$ cat src/design/stxa_pkg.sv
// Package for the swizzled texel address block: widths, register codes,
// block and column word tables. No dependencies.
package stxa_pkg;

   localparam int OUT_W      = 22;
   localparam int WIDTH_W    = 6;
   localparam int CSR_IDX_W  = 2;
   localparam int PAGE_SHIFT = 13;
   localparam int LOW_W      = 13;

   typedef enum logic [CSR_IDX_W-1:0] {
      CSR_BASE_ADDRESS = 2'd0,
      CSR_BUFFER_WIDTH = 2'd1,
      CSR_PIXEL_FORMAT = 2'd2
   } csr_index_type;

   localparam logic [OUT_W-1:0]   BASE_RESET   = '0;
   localparam logic [WIDTH_W-1:0] WIDTH_RESET  = 6'd16;
   localparam logic               FORMAT_RESET = 1'b0;
   localparam logic               FORMAT_PSM4  = 1'b1;

   localparam logic [4:0] BLK8 [4][8] = '{
      '{5'd0,  5'd1,  5'd4,  5'd5,  5'd16, 5'd17, 5'd20, 5'd21},
      '{5'd2,  5'd3,  5'd6,  5'd7,  5'd18, 5'd19, 5'd22, 5'd23},
      '{5'd8,  5'd9,  5'd12, 5'd13, 5'd24, 5'd25, 5'd28, 5'd29},
      '{5'd10, 5'd11, 5'd14, 5'd15, 5'd26, 5'd27, 5'd30, 5'd31}
   };

   localparam logic [4:0] BLK4 [8][4] = '{
      '{5'd0,  5'd2,  5'd8,  5'd10},
      '{5'd1,  5'd3,  5'd9,  5'd11},
      '{5'd4,  5'd6,  5'd12, 5'd14},
      '{5'd5,  5'd7,  5'd13, 5'd15},
      '{5'd16, 5'd18, 5'd24, 5'd26},
      '{5'd17, 5'd19, 5'd25, 5'd27},
      '{5'd20, 5'd22, 5'd28, 5'd30},
      '{5'd21, 5'd23, 5'd29, 5'd31}
   };

   localparam logic [3:0] WORD_TAB [2][2][8] = '{
      '{'{4'd0, 4'd1, 4'd4, 4'd5, 4'd8, 4'd9, 4'd12, 4'd13},
        '{4'd2, 4'd3, 4'd6, 4'd7, 4'd10, 4'd11, 4'd14, 4'd15}},
      '{'{4'd8, 4'd9, 4'd12, 4'd13, 4'd0, 4'd1, 4'd4, 4'd5},
        '{4'd10, 4'd11, 4'd14, 4'd15, 4'd2, 4'd3, 4'd6, 4'd7}}
   };

endpackage

$ cat src/design/stxa_req_if.sv
// Request channel: texel coordinate with valid/ready handshake.
// No dependencies.
interface stxa_req_if #(
   parameter int COORD_BITS = 11
);
   logic                  valid;
   logic                  ready;
   logic [COORD_BITS-1:0] coord_x;
   logic [COORD_BITS-1:0] coord_y;

   modport source (output valid, coord_x, coord_y, input ready);
   modport sink   (input valid, coord_x, coord_y, output ready);
endinterface

$ cat src/design/stxa_rsp_if.sv
// Response channel: texel byte address and nibble select, valid/ready.
// Depends on stxa_pkg for the address width.
interface stxa_rsp_if;
   logic                       valid;
   logic                       ready;
   logic [stxa_pkg::OUT_W-1:0] byte_address;
   logic                       high_nibble;

   modport source (output valid, byte_address, high_nibble, input ready);
   modport sink   (input valid, byte_address, high_nibble, output ready);
endinterface

$ cat src/design/swizzled_texel_address.sv
// Swizzled texel address generator, top level: three-stage pipeline.
// Depends on stxa_pkg, stxa_req_if and stxa_rsp_if.
//
//   port   | dir | carries
//   req    | in  | coord_x, coord_y
//   rsp    | out | byte_address, high_nibble
//   csr_*  | in  | base_address, buffer_width, pixel_format writes
//
// One transaction enters per cycle while req.ready is high.
// Stage 1 does the table lookups, stage 2 the row-by-width multiply,
// stage 3 the final address add into the output register.
// Reset clears the stage valid bits and loads the register defaults.
// A stall on rsp holds the full stages ahead of the first empty one;
// req.ready drops only while all three stages are full and rsp is stalled.
module swizzled_texel_address #(
   parameter int ADDR_BITS  = 22,
   parameter int COORD_BITS = 11
) (
   input  logic                              clock,
   input  logic                              reset,
   stxa_req_if.sink                          req,
   stxa_rsp_if.source                        rsp,
   input  logic                              csr_write_enable,
   input  logic [stxa_pkg::CSR_IDX_W-1:0]    csr_index,
   input  logic [stxa_pkg::OUT_W-1:0]        csr_write_data
);
   import stxa_pkg::*;

   localparam int RW   = COORD_BITS - 6;
   localparam int PW   = RW + WIDTH_W;
   localparam int XW   = COORD_BITS - 7;
   localparam int KEEP = (ADDR_BITS < OUT_W) ? ADDR_BITS : OUT_W;
   localparam logic [OUT_W-1:0] ADDR_MASK = OUT_W'((64'd1 << KEEP) - 64'd1);

   logic [OUT_W-1:0]   base_ff;
   logic [WIDTH_W-1:0] width_ff;
   logic               format_ff;

   always_ff @(posedge clock) begin
      if (reset) begin
         base_ff   <= BASE_RESET;
         width_ff  <= WIDTH_RESET;
         format_ff <= FORMAT_RESET;
      end else if (csr_write_enable) begin
         unique case (csr_index)
            CSR_BASE_ADDRESS: base_ff   <= csr_write_data;
            CSR_BUFFER_WIDTH: width_ff  <= csr_write_data[WIDTH_W-1:0];
            CSR_PIXEL_FORMAT: format_ff <= csr_write_data[0];
            default: ;
         endcase
      end
   end

   logic adv1, adv2, adv3;
   logic v1_ff, v2_ff, v3_ff;

   assign adv3      = !v3_ff || rsp.ready;
   assign adv2      = !v2_ff || adv3;
   assign adv1      = !v1_ff || adv2;
   assign req.ready = adv1;

   // stage 1: lookups
   logic [COORD_BITS-1:0] x, y;
   logic [4:0]            block;
   logic [3:0]            word;
   logic [1:0]            lane;
   logic                  nib_in;
   logic [RW-1:0]         row_in;
   logic [LOW_W-1:0]      low_in;
   logic                  sub;

   assign x   = req.coord_x;
   assign y   = req.coord_y;
   assign sub = y[1] ^ y[2];

   always_comb begin
      word = WORD_TAB[sub][y[0]][x[2:0]];
      if (format_ff == FORMAT_PSM4) begin
         block  = BLK4[y[6:4]][x[6:5]];
         lane   = x[4:3];
         nib_in = y[1];
         row_in = RW'(y >> 7);
      end else begin
         block  = BLK8[y[5:4]][x[6:4]];
         lane   = {x[3], y[1]};
         nib_in = 1'b0;
         row_in = RW'(y >> 6);
      end
      low_in = {block, y[3:2], word, lane};
   end

   logic [RW-1:0]    row1_ff;
   logic [XW-1:0]    xpage1_ff, xpage2_ff;
   logic [LOW_W-1:0] low1_ff, low2_ff;
   logic             nib1_ff, nib2_ff;
   logic [PW-1:0]    prod_in, prod2_ff;

   always_ff @(posedge clock) begin
      if (reset) begin
         v1_ff <= 1'b0;
      end else if (adv1) begin
         v1_ff <= req.valid;
      end
   end

   always_ff @(posedge clock) begin
      if (adv1) begin
         row1_ff   <= row_in;
         xpage1_ff <= x[COORD_BITS-1:7];
         low1_ff   <= low_in;
         nib1_ff   <= nib_in;
      end
   end

   // stage 2: row times buffer width
   assign prod_in = PW'(row1_ff) * PW'(width_ff);

   always_ff @(posedge clock) begin
      if (reset) begin
         v2_ff <= 1'b0;
      end else if (adv2) begin
         v2_ff <= v1_ff;
      end
   end

   always_ff @(posedge clock) begin
      if (adv2) begin
         prod2_ff  <= prod_in;
         xpage2_ff <= xpage1_ff;
         low2_ff   <= low1_ff;
         nib2_ff   <= nib1_ff;
      end
   end

   // stage 3: page and final address
   logic [PW-1:0]    page;
   logic [OUT_W-1:0] addr_in;
   logic [OUT_W-1:0] addr3_ff;
   logic             nib3_ff;

   always_comb begin
      page    = PW'(xpage2_ff) + (prod2_ff >> 1);
      addr_in = (base_ff + OUT_W'({page, {PAGE_SHIFT{1'b0}}}) + OUT_W'(low2_ff))
                & ADDR_MASK;
   end

   always_ff @(posedge clock) begin
      if (reset) begin
         v3_ff <= 1'b0;
      end else if (adv3) begin
         v3_ff <= v2_ff;
      end
   end

   always_ff @(posedge clock) begin
      if (adv3) begin
         addr3_ff <= addr_in;
         nib3_ff  <= nib2_ff;
      end
   end

   assign rsp.valid        = v3_ff;
   assign rsp.byte_address = addr3_ff;
   assign rsp.high_nibble  = nib3_ff;

endmodule

$ cat src/flat_wrapper.sv
// flat-port wrapper written by rule: the top's interface ports become plain ports
module swizzled_texel_address_flat import stxa_pkg::*;
#(
   parameter int ADDR_BITS  = 22,
   parameter int COORD_BITS = 11
)
  (clock, reset, csr_write_enable, csr_index, csr_write_data, req_valid, req_coord_x, req_coord_y, req_ready, rsp_valid, rsp_byte_address, rsp_high_nibble, rsp_ready);
  stxa_req_if #(.COORD_BITS(COORD_BITS)) req_i ();
  stxa_rsp_if rsp_i ();
  input  logic clock;
  input  logic reset;
  input  logic csr_write_enable;
  input  logic [stxa_pkg::CSR_IDX_W-1:0] csr_index;
  input  logic [stxa_pkg::OUT_W-1:0] csr_write_data;
  input wire logic [$bits(req_i.valid)-1:0] req_valid;
  input wire logic [$bits(req_i.coord_x)-1:0] req_coord_x;
  input wire logic [$bits(req_i.coord_y)-1:0] req_coord_y;
  output wire logic [$bits(req_i.ready)-1:0] req_ready;
  output wire logic [$bits(rsp_i.valid)-1:0] rsp_valid;
  output wire logic [$bits(rsp_i.byte_address)-1:0] rsp_byte_address;
  output wire logic [$bits(rsp_i.high_nibble)-1:0] rsp_high_nibble;
  input wire logic [$bits(rsp_i.ready)-1:0] rsp_ready;
  assign req_i.valid = req_valid;
  assign req_i.coord_x = req_coord_x;
  assign req_i.coord_y = req_coord_y;
  assign req_ready = req_i.ready;
  assign rsp_valid = rsp_i.valid;
  assign rsp_byte_address = rsp_i.byte_address;
  assign rsp_high_nibble = rsp_i.high_nibble;
  assign rsp_i.ready = rsp_ready;
  swizzled_texel_address #(.ADDR_BITS(ADDR_BITS), .COORD_BITS(COORD_BITS)) u_core (.clock(clock), .reset(reset), .req(req_i), .rsp(rsp_i), .csr_write_enable(csr_write_enable), .csr_index(csr_index), .csr_write_data(csr_write_data));
endmodule
$ cat config.mk
export PLATFORM = sky130hd
export DESIGN_NAME = swizzled_texel_address_flat
export DESIGN_NICKNAME = d
export VERILOG_FILES = /design/src/design/stxa_pkg.sv /design/src/design/stxa_req_if.sv /design/src/design/stxa_rsp_if.sv /design/src/design/swizzled_texel_address.sv /design/src/flat_wrapper.sv
export SDC_FILE = /design/constraint.sdc
export NUM_CORES = 1
export LEC_CHECK = 0
export BUFFER_PORTS_ARGS = -buffer_cell sky130_fd_sc_hd__clkbuf_2
export CAP_MARGIN = 20
export CORE_UTILIZATION = 52
export DETAILED_ROUTE_END_ITERATION = 16
export MAX_ROUTING_LAYER = met4
export PLACE_DENSITY = 0.76
export SLEW_MARGIN = 20
export SYNTH_ARGS = -nofsm -noshare
export SYNTH_HDL_FRONTEND = slang
export SYNTH_SLANG_ARGS = --single-unit
$ cat constraint.sdc
create_clock -name clock -period 3.2 [get_ports clock]
set_input_delay 0.32 -clock clock [delete_from_list [all_inputs] [get_ports clock]]
set_output_delay 0.32 -clock clock [all_outputs]
set_load 0.1 [all_outputs]
# Yosys cells after proc, flatten, opt, wreduce, memory -nomap -nowiden
# Memory sizes are Yosys's and may differ from the RTL's.
# Index checks and enable logic that the tools add are counted.
# classes
add_sub_neg	3
n_mul	1
div_mod_pow	0
n_lt_le_gt_ge	7
n_eq_ne	2
shifts	0
mux	23
n_bitwise	8
n_reduce_logical	10
# op_table
operator	n
$mux 64	3
$mux 32	3
$bmux 40 s2	1
$mux 40	2
$mux 20	2
$mux 5	5
$add 22x13->22	1
$add 22x22->22	1
$bmux 5 s3	1
$bmux 4 s3	1
$ge 4x4->1 const B	3
$mux 4	3
$not 3->4	3
$bmux 5 s2	1
$mul 5x6->10	1
$add 4x9->9	1
$ge 3x3->1 const B	2
$not 2->3	2
$reduce_and 2->1	3
$ge 2x2->1 const B	2
$not 1->2	2
$logic_not 1->1	3
$logic_or 1x1->1	3
$eq 2x1->1 const B	1
other kinds (4)	4
# word_totals
regBits	106
latchBits	0
ramBits	0
rom_bits	160
input_bits	51
word_cells	72
mem_count	1
# memory_table
name	words	width	rd	rd_ports_with_merged_regs	wr	line_no	rtl
(name not given)	8	20	1	0	0	swizzled_texel_address.sv:79	block = BLK4[y[6:4]][x[6:5]];

# Longest topological paths before layout
# Gate-level depths: netlist (run 1).
# logic_depth
depth_word	11
ltp_mapped	14

# Worst setup path before layout (run 1)
# OpenSTA, ideal clock, no wires.
# synth_timing
path_type	reg-to-reg
startpoint	register u_core.row1_ff[4]
endpoint	register u_core.prod2_ff[9] (data pin)
t_arrival_ps	3145
required_ps	2932
setup_slack_ps	-213
path_stages_with_launch	13
n_path_buf	0
period_less_slack_ps	3413
path_cell_list	edfxtp_1 > nand2_1 > fa_1 > fa_1 > fa_1 > inv_1 > ha_1 > a21oi_1 > nor2b_1 > nor2_1 > nor2_1 > o41ai_1 > xnor2_1
# synth_via
elab_chain_cells	1
# synth_lines
element	line_no	rtl
start, declared	swizzled_texel_address.sv:92	logic [RW-1:0] row1_ff;
start signal, assigned	swizzled_texel_address.sv:108	row1_ff <= row_in;
$mul 5x6->10	swizzled_texel_address.sv:116	assign prod_in = PW'(row1_ff) * PW'(width_ff);
net u_core.prod_in[9]	swizzled_texel_address.sv:96	logic [PW-1:0] prod_in, prod2_ff;
end signal, assigned	swizzled_texel_address.sv:128	prod2_ff <= prod_in;
end, declared	swizzled_texel_address.sv:96	
# The timed path passes the listed nets, and every way through them passes these cells.
# A chain may end at the register's enable or synchronous reset.

# Worst setup path after layout (run 1)
# Same ends and word-level chain as after synthesis.

==> summary.md, run 1 <==
| Metric | Value |
|---|---|
| Pleak | 0.00288 uW |
| Endpoints failing hold | 0 |
| Num rows | 37 |
| Slew @ Worst Pin | 1040 ps |
| Power Total | ~3500 uW |
| Cell Area, Synth | 0.00553 sq mm |
| Power per Cell Area | 535 mW/mm^2 |
| CP arrival | 3420 ps |
| Worst Skew | 10.5 ps |
| Comb power frac | 28.5% |
| CP Launch Type | register |
| Post-synth EDFFs | 73 |
| Int Pwr | 2170 uW |
| Max-slew headroom | 30.7% |
| Async SR Flop Fraction | 0% |
| Fmax | 305 MHz |
| Final Slew Violations | 0 |
| Final min period | 3280 ps |
| TritonCTS clock tree | done |
| Initial DRC count | 145 |
| Violated checks | negative setup slack |
| Switching Share | 37.3% |
| Total gr overflow | 0 |
| Largest family of logic cells by synthesized area | adder cells |
| R2r startpoint | u_core.row1_ff[4] |
| Post-route DRC | 0 |
| Final-report setup violation count | 2 |
| Drt wl/cell | 14.7 um |
| Vias/cell | around 5.2 |
| VDD IR max | around 0.32 mV |
| Unique masters post-synth | 46 |
| Cell area after layout | 0.00646 sq mm |
| Clock Path Buffers | 2 |
| Num CTS Buffers | 9 |
| Setup ws final | -80.4 ps |
| Seq/Total Area, Yosys | 51.3% |
| Critical-path maximum fanout | 3 |
| Die Y | 105 um |
| Ys flop type | edfxtp_1 |
| First-pass GRT wire length | 18100 um |
| Clock tree sinks | 105 |
| RSZ-0062 raised after global routing | true |
| Adder-Cell Fraction of Synth Area | 14.4% |
| Yosys top cell area share | 39.7% |
| Vias | 3759 |
| Worst reg-to-reg path cell count | 12 |
| Post-Syn Nets | 590 |
| Cell area after placement | 0.00620 sq mm |
| #FFs+latches synth | 105 |
| Most common cell in the netlist | edfxtp_1 |
| Simple-Gate Fraction of Synth Area | 12.4% |
| Largest net degree at the start of global routing | 33 |
| Post-Route WL | 10600 um |
| Pre-CTS WS | -193 ps |
| Final worst path period share | 103% |
| CTS clk-pin slew, worst paths | 110 ps |
| CP Class | register to register |
| # hold bufs at CTS | 0 |
| Gr usage total | a little over a fifth |
| Reg power frac | 47.7% |
| CP endpoint kind | register |
| Initial Utilization | 53.5% |
| Vias in the first global route | 3829 |
| Worst hold-check path type | input port to register |
| Share of cells above drive strength 1 | 25.6% |
| DRT Pass-1 Iters | 5 |
| Reg2reg end | u_core.prod2_ff[9] |
| Layout Area Growth over Synthesis | 16.9% |
| Clk_lat worst skew | 390 ps |
| Post-DP HPWL | 8130 um |
| Main area contributors after synthesis | edfxtp_1 (40%), dfxtp_1 (12%), ha_1 (9.7%) |
| H-tree level count | 3 |
| Yosys warning count | 0 |
| Port Buffers | 75 |
| Critical hold path startpoint | req_coord_x[7] |
| Initial antenna violation count | 0 |
| Post-synth top cells | edfxtp_1 (73), nand2_1 (68), a21oi_1 (47) |
| Yosys top cell by area | edfxtp_1 |
| Core area | 0.0103 sq mm |
| Final Core Density | a little over three fifths |
| Max_cap viols | 0 |
| Mux contribution to synthesized area | 3.33% |
| Antenna-violating nets left | 0 |
| Root Driver | clkbuf_8 |
| Ant. Diodes | 0 |
| Final #Nets | 685 |
| R2R setup slack | -80 ps |
| Required @ worst endpoint | 3340 ps |
| Clock network fraction of design power | about a quarter |
| XOR/XNOR share of the synthesized area | 5.87% |
| Worst hold slack | 101 ps |
| Hold path endpoint | u_core.xpage1_ff[0] |
| Compound-Gate Fraction of Synth Area | 10.2% |
| Die width | 105 um |
| RePlAce Congestion | 0.873 |
| Cells on Worst Hold Path | 1 |
| Run status | finished, violations left |
| Avg Cell Area, Syn | 11.4 sq um |
| Num ports | 76 |
| DIE AREA | 0.0110 sq mm |
| Synth Instances | 483 |
| Net Switching | ~1300 uW |
-- area by class of cell --
class                      count  area [sq um]
fill                         848          3860
sequential                   105          2830
multi-input combinational    342          2650
timing repair buffer          93           510
tap                          136           170
clock buffer                   9           124
inverter                      27           101
clock inverter                 7          72.6
-- state kept, by name (all words and copies together), names as in the netlist --
signal	cells
u_core.low2_ff	13
u_core.low1_ff	13
u_core.row1_ff	5
u_core.v2_ff	1
u_core.rsp.high_nibble	1
u_core.v1_ff	1
u_core.rsp.byte_address	22
u_core.format_ff	1
u_core.base_ff	22
u_core.nib1_ff	1
u_core.width_ff	6
u_core.xpage2_ff	4
u_core.prod2_ff	9
u_core.xpage1_ff	4
u_core.rsp.valid	1
u_core.nib2_ff	1
-- worst max-delay path, stage by stage (launching register included) --
cell,delay [ps]
edfxtp_1,410
nand2_2,80
fa_1,570
fa_1,430
fa_1,510
inv_2,50
ha_4,230
a21oi_4,120
nor2b_1,60
nor2_1,160
nor2_2,70
o41ai_2,240
xnor2_1,120
-- logic make-up (layout without fill, tap and decap cells) --
family          after synthesis  after routing
simple gates                141            141
flops                       105            105
compound gates               91             91
fa+ha+maj                    56             56
xor+xnor                     37             37
buf+inv                      36            136
mux                          17             17
-- power groups by stage --
stage | sequential [uW] | clock (uW) | combinational [uW]
global placement | 1680 | 0 | 959
global route | 1660 | 877 | 1050
CTS | 1650 | 838 | 986
finish | 1650 | 820 | 987
detailed placement | 1680 | 0 | 977
floorplan | 2130 | 0 | 334
-- worst max path at each step --
stage / slack [ps] / depth (start not counted) / from / endpoint
CTS: -90 / 12 / u_core.row1_ff[4] / u_core.prod2_ff[9]
floorplan: -1 / 12 / u_core.row1_ff[2] / u_core.prod2_ff[9]
finish: -80 / 12 / u_core.row1_ff[4] / u_core.prod2_ff[9]
global placement: -70 / 14 / u_core.row1_ff[2] / u_core.prod2_ff[9]
detailed placement: -190 / 12 / u_core.row1_ff[2] / u_core.prod2_ff[9]
global route: -230 / 14 / u_core.row1_ff[3] / u_core.prod2_ff[9]
-- per-stage QoR --
step                      std cells  setup TNS, ps
final                           719          -95.0
after global routing            719           -530
after CTS                       718          -86.9
after detailed placement        701           -249
after global placement          701          -67.1
after floorplan                 483          -1.29
-- per-layer routing --
metal	global-route usage, %	part of all wire, %	vias to the layer above
li1	-	-	1888
met1	25.8	44	1772
met2	37.8	51	82
met3	3.12	3.2	17
met4	8.55	2.4	0
met5	-	0	-
-- what timing repair did --
item,4_1_cts,5_1_grt
resized for setup,9,5
hold endpoints to repair,0,0
buffers inserted,1,1
endpoints found under the setup margin,3,4
pin swaps,16,1
-- layout by cell type (no fill, tap or decap), drive strengths merged, types with 2 or more instances in the layout --
| cell | instances |
|---|---|
| a21o | 13 |
| and3 | 3 |
| xor2 | 7 |
| clkinv | 3 |
| nand3 | 6 |
| o21ai | 9 |
| nand2b | 2 |
| mux2 | 11 |
| ha | 43 |
| nand4b | 2 |
| nand3b | 2 |
| inv | 31 |
| nor2b | 9 |
| clkbuf | 84 |
| o21bai | 3 |
| edfxtp | 73 |
| mux2i | 6 |
| nor2 | 25 |
| o31ai | 2 |
| buf | 18 |
| a31oi | 2 |
| a21oi | 49 |
| xnor2 | 30 |
| o21a | 3 |
| dfxtp | 32 |
| nand2 | 68 |
| fa | 13 |
| and2 | 17 |
| nor3b | 2 |
| a211o | 3 |
Power figures use the tool's default switching activity.
==> run 2: changes to the inputs <==
Settings changed: BUFFER_PORTS_ARGS -buffer_cell sky130_fd_sc_hd__clkbuf_2 to -buffer_cell sky130_fd_sc_hd__buf_2.
==> summary.md, run 2 (synthesized netlist as in run 1, its figures left out) <==
| Metric | Value |
|---|---|
| Run status | finished, violations left |
| Violated checks | negative setup slack |
| R2r startpoint | u_core.row1_ff[4] |
| CP endpoint kind | register |
| Worst Skew | 20.0 ps |
| Core area | 0.0103 sq mm |
| Required @ worst endpoint | 3330 ps |
| Crit-path most repeated cell | fa_1 |
| Clk_lat worst skew | 380 ps |
| Worst path cell trace | nand2_1 -> fa_1 -> fa_1 -> fa_1 -> inv_2 -> ha_4 -> a21oi_4 -> nor2b_1 -> nor2_1 -> nor2_1 -> o41ai_2 -> xnor2_1 |
| Setup ws final | -67.7 ps |
| Comb power frac | between 20% and 30% |
| Final Slew Violations | 0 |
| Clock Path Buffers | 2 |
| Initial Utilization | 53.5% |
| Die Y | 105 um |
| Clock network fraction of design power | 22.7% |
| Worst hold-check path type | input port to register |
| Worst hold slack | between 100 and 150 ps |
| Final worst path period share | 102% |
| H-tree level count | 3 |
| Crit path max-delay family | adder cells |
| Max_cap viols | 0 |
| Critical hold path startpoint | req_coord_y[3] |
| Final-report setup violation count | 1 |
| DIE AREA | 0.0110 sq mm |
| Pleak | 0.00286 uW |
| Switching Share | 36.2% |
| Drt wl/cell | 15.0 um |
| Endpoints failing hold | 0 |
| Ant. Diodes | 0 |
| VDD IR max | 0.330 mV |
| Vias in the first global route | between 3000 and 4000 |
| Fmax | 306 MHz |
| Power per Cell Area | approximately 530 mW/mm^2 |
| Share of cells above drive strength 1 | 24.5% |
| R2R setup slack | -70 ps |
| Largest net degree at the start of global routing | 33 |
| Layout Area Growth over Synthesis | 16.9% |
| Post-DP HPWL | 8160 um |
| Port Buffers | 75 |
| Vias | 3738 |
| Final #Nets | 686 |
| # hold bufs at CTS | 0 |
| CP Class | register to register |
| CP Launch Type | register |
| Net Switching | between 1000 and 1500 uW |
| Buf/Inv on CP | 1 |
| Most common cell after layout, fill and taps aside | buf_2 |
| Total gr overflow | 0 |
| Post-route DRC | 0 |
| CP arrival | 3390 ps |
| Max-slew headroom | 38.3% |
| RePlAce Congestion | between 0.8 and 0.9 |
| Initial antenna violation count | 0 |
| Num rows | 37 |
| Commonest non-fill, non-tap cells in the layout | buf_2 (75), edfxtp_1 (73), nand2_1 (66) |
| Initial DRC count | 136 |
| Slowest cell on crit path | fa_1 |
| Int Pwr | 2180 uW |
| RSZ-0062 raised after global routing | true |
| First-pass GRT wire length | 17900 um |
| Clock tree sinks | 105 |
| Critical-path maximum fanout | 3 |
| Num CTS Buffers | 9 |
| CTS clk-pin slew, worst paths | approximately 100 ps |
| Pre-CTS WS | -172 ps |
| Post-Route WL | between 10000 and 15000 um |
| Reg power frac | approximately 48% |
| DRT Pass-1 Iters | 4 |
| Root Driver | clkbuf_8 |
| Final min period | 3270 ps |
| TritonCTS clock tree | done |
| Antenna-violating nets left | 0 |
| Num ports | 76 |
| CP max stage delay | 550 ps |
| Die width | approximately 110 um |
| Vias/cell | 5.19 |
| Worst setup path start | u_core.row1_ff[4] |
| Gr usage total | 22.0% |
| Power Total | around 3400 uW |
| Slew @ Worst Pin | 925 ps |
run 2: worst register-to-register path: cells and delay by family, from the launching register on:
family                     cells  cell delay (ps)
and+or+nand+nor                4              310
adders and majority gates      4             1720
buffers and inverters          1               50
AOI/OAI and AO/OA              2              450
DFF                            1              390
xor gates and xnor gates       1              120
run 2: through the flow:
step / instances / setup TNS (ps) / util [%] / area, sq um
after floorplan: 483 / -1.29 / - / 5560
after global placement: 702 / -72.8 / 60.1 / 6200
after detailed placement: 702 / -212 / 60.1 / 6200
after CTS: 719 / -67.6 / 62.1 / 6410
after global routing: 720 / -423 / 62.6 / 6460
final: 720 / -67.7 / 62.6 / 6460
run 2: metal layers:
| metal | routed length [um] | vias to the layer above | track usage, % |
|---|---|---|---|
| met2 | 5480 | 89 | 38.4 |
| li1 | - | 1888 | - |
| met1 | 4650 | 1743 | 25.5 |
| met4 | 189 | 0 | 7.04 |
| met5 | 0 | - | - |
| met3 | 478 | 18 | 4.43 |
run 2: power groups by stage:
stage	sequential (uW)	combinational (uW)	clock [uW]
2_1_floorplan	2130	334	0
3_3_place_gp	1670	962	0
3_5_place_dp	1680	979	0
4_1_cts	1650	987	797
5_1_grt	1660	1050	860
6_report	1650	992	774
run 2: final cells by class:
class	count	area (sq um)
Multi-Input combinational cell	342	2650
Sequential cell	105	2830
Clock buffer	12	145
Clock inverter	4	35.0
Inverter	27	101
Tap cell	136	170
Fill cell	831	3860
Timing Repair Buffer	94	522
run 2: what timing repair did:
action | 4_1_cts | 5_1_grt
setup buffers | 1 | 1
pin swaps | 16 | 10
hold endpoints to repair | 0 | 0
endpoints found under the setup margin | 3 | 4
gates resized for setup | 3 | 8
run 2: final timing paths:
path | depth (start not counted) | end
setup / recovery | 12 | u_core.prod2_ff[9]
hold / removal | 1 | u_core.low1_ff[7]
setup reg to reg | 12 | u_core.prod2_ff[9]
hold reg to reg | 0 | u_core.low2_ff[2]
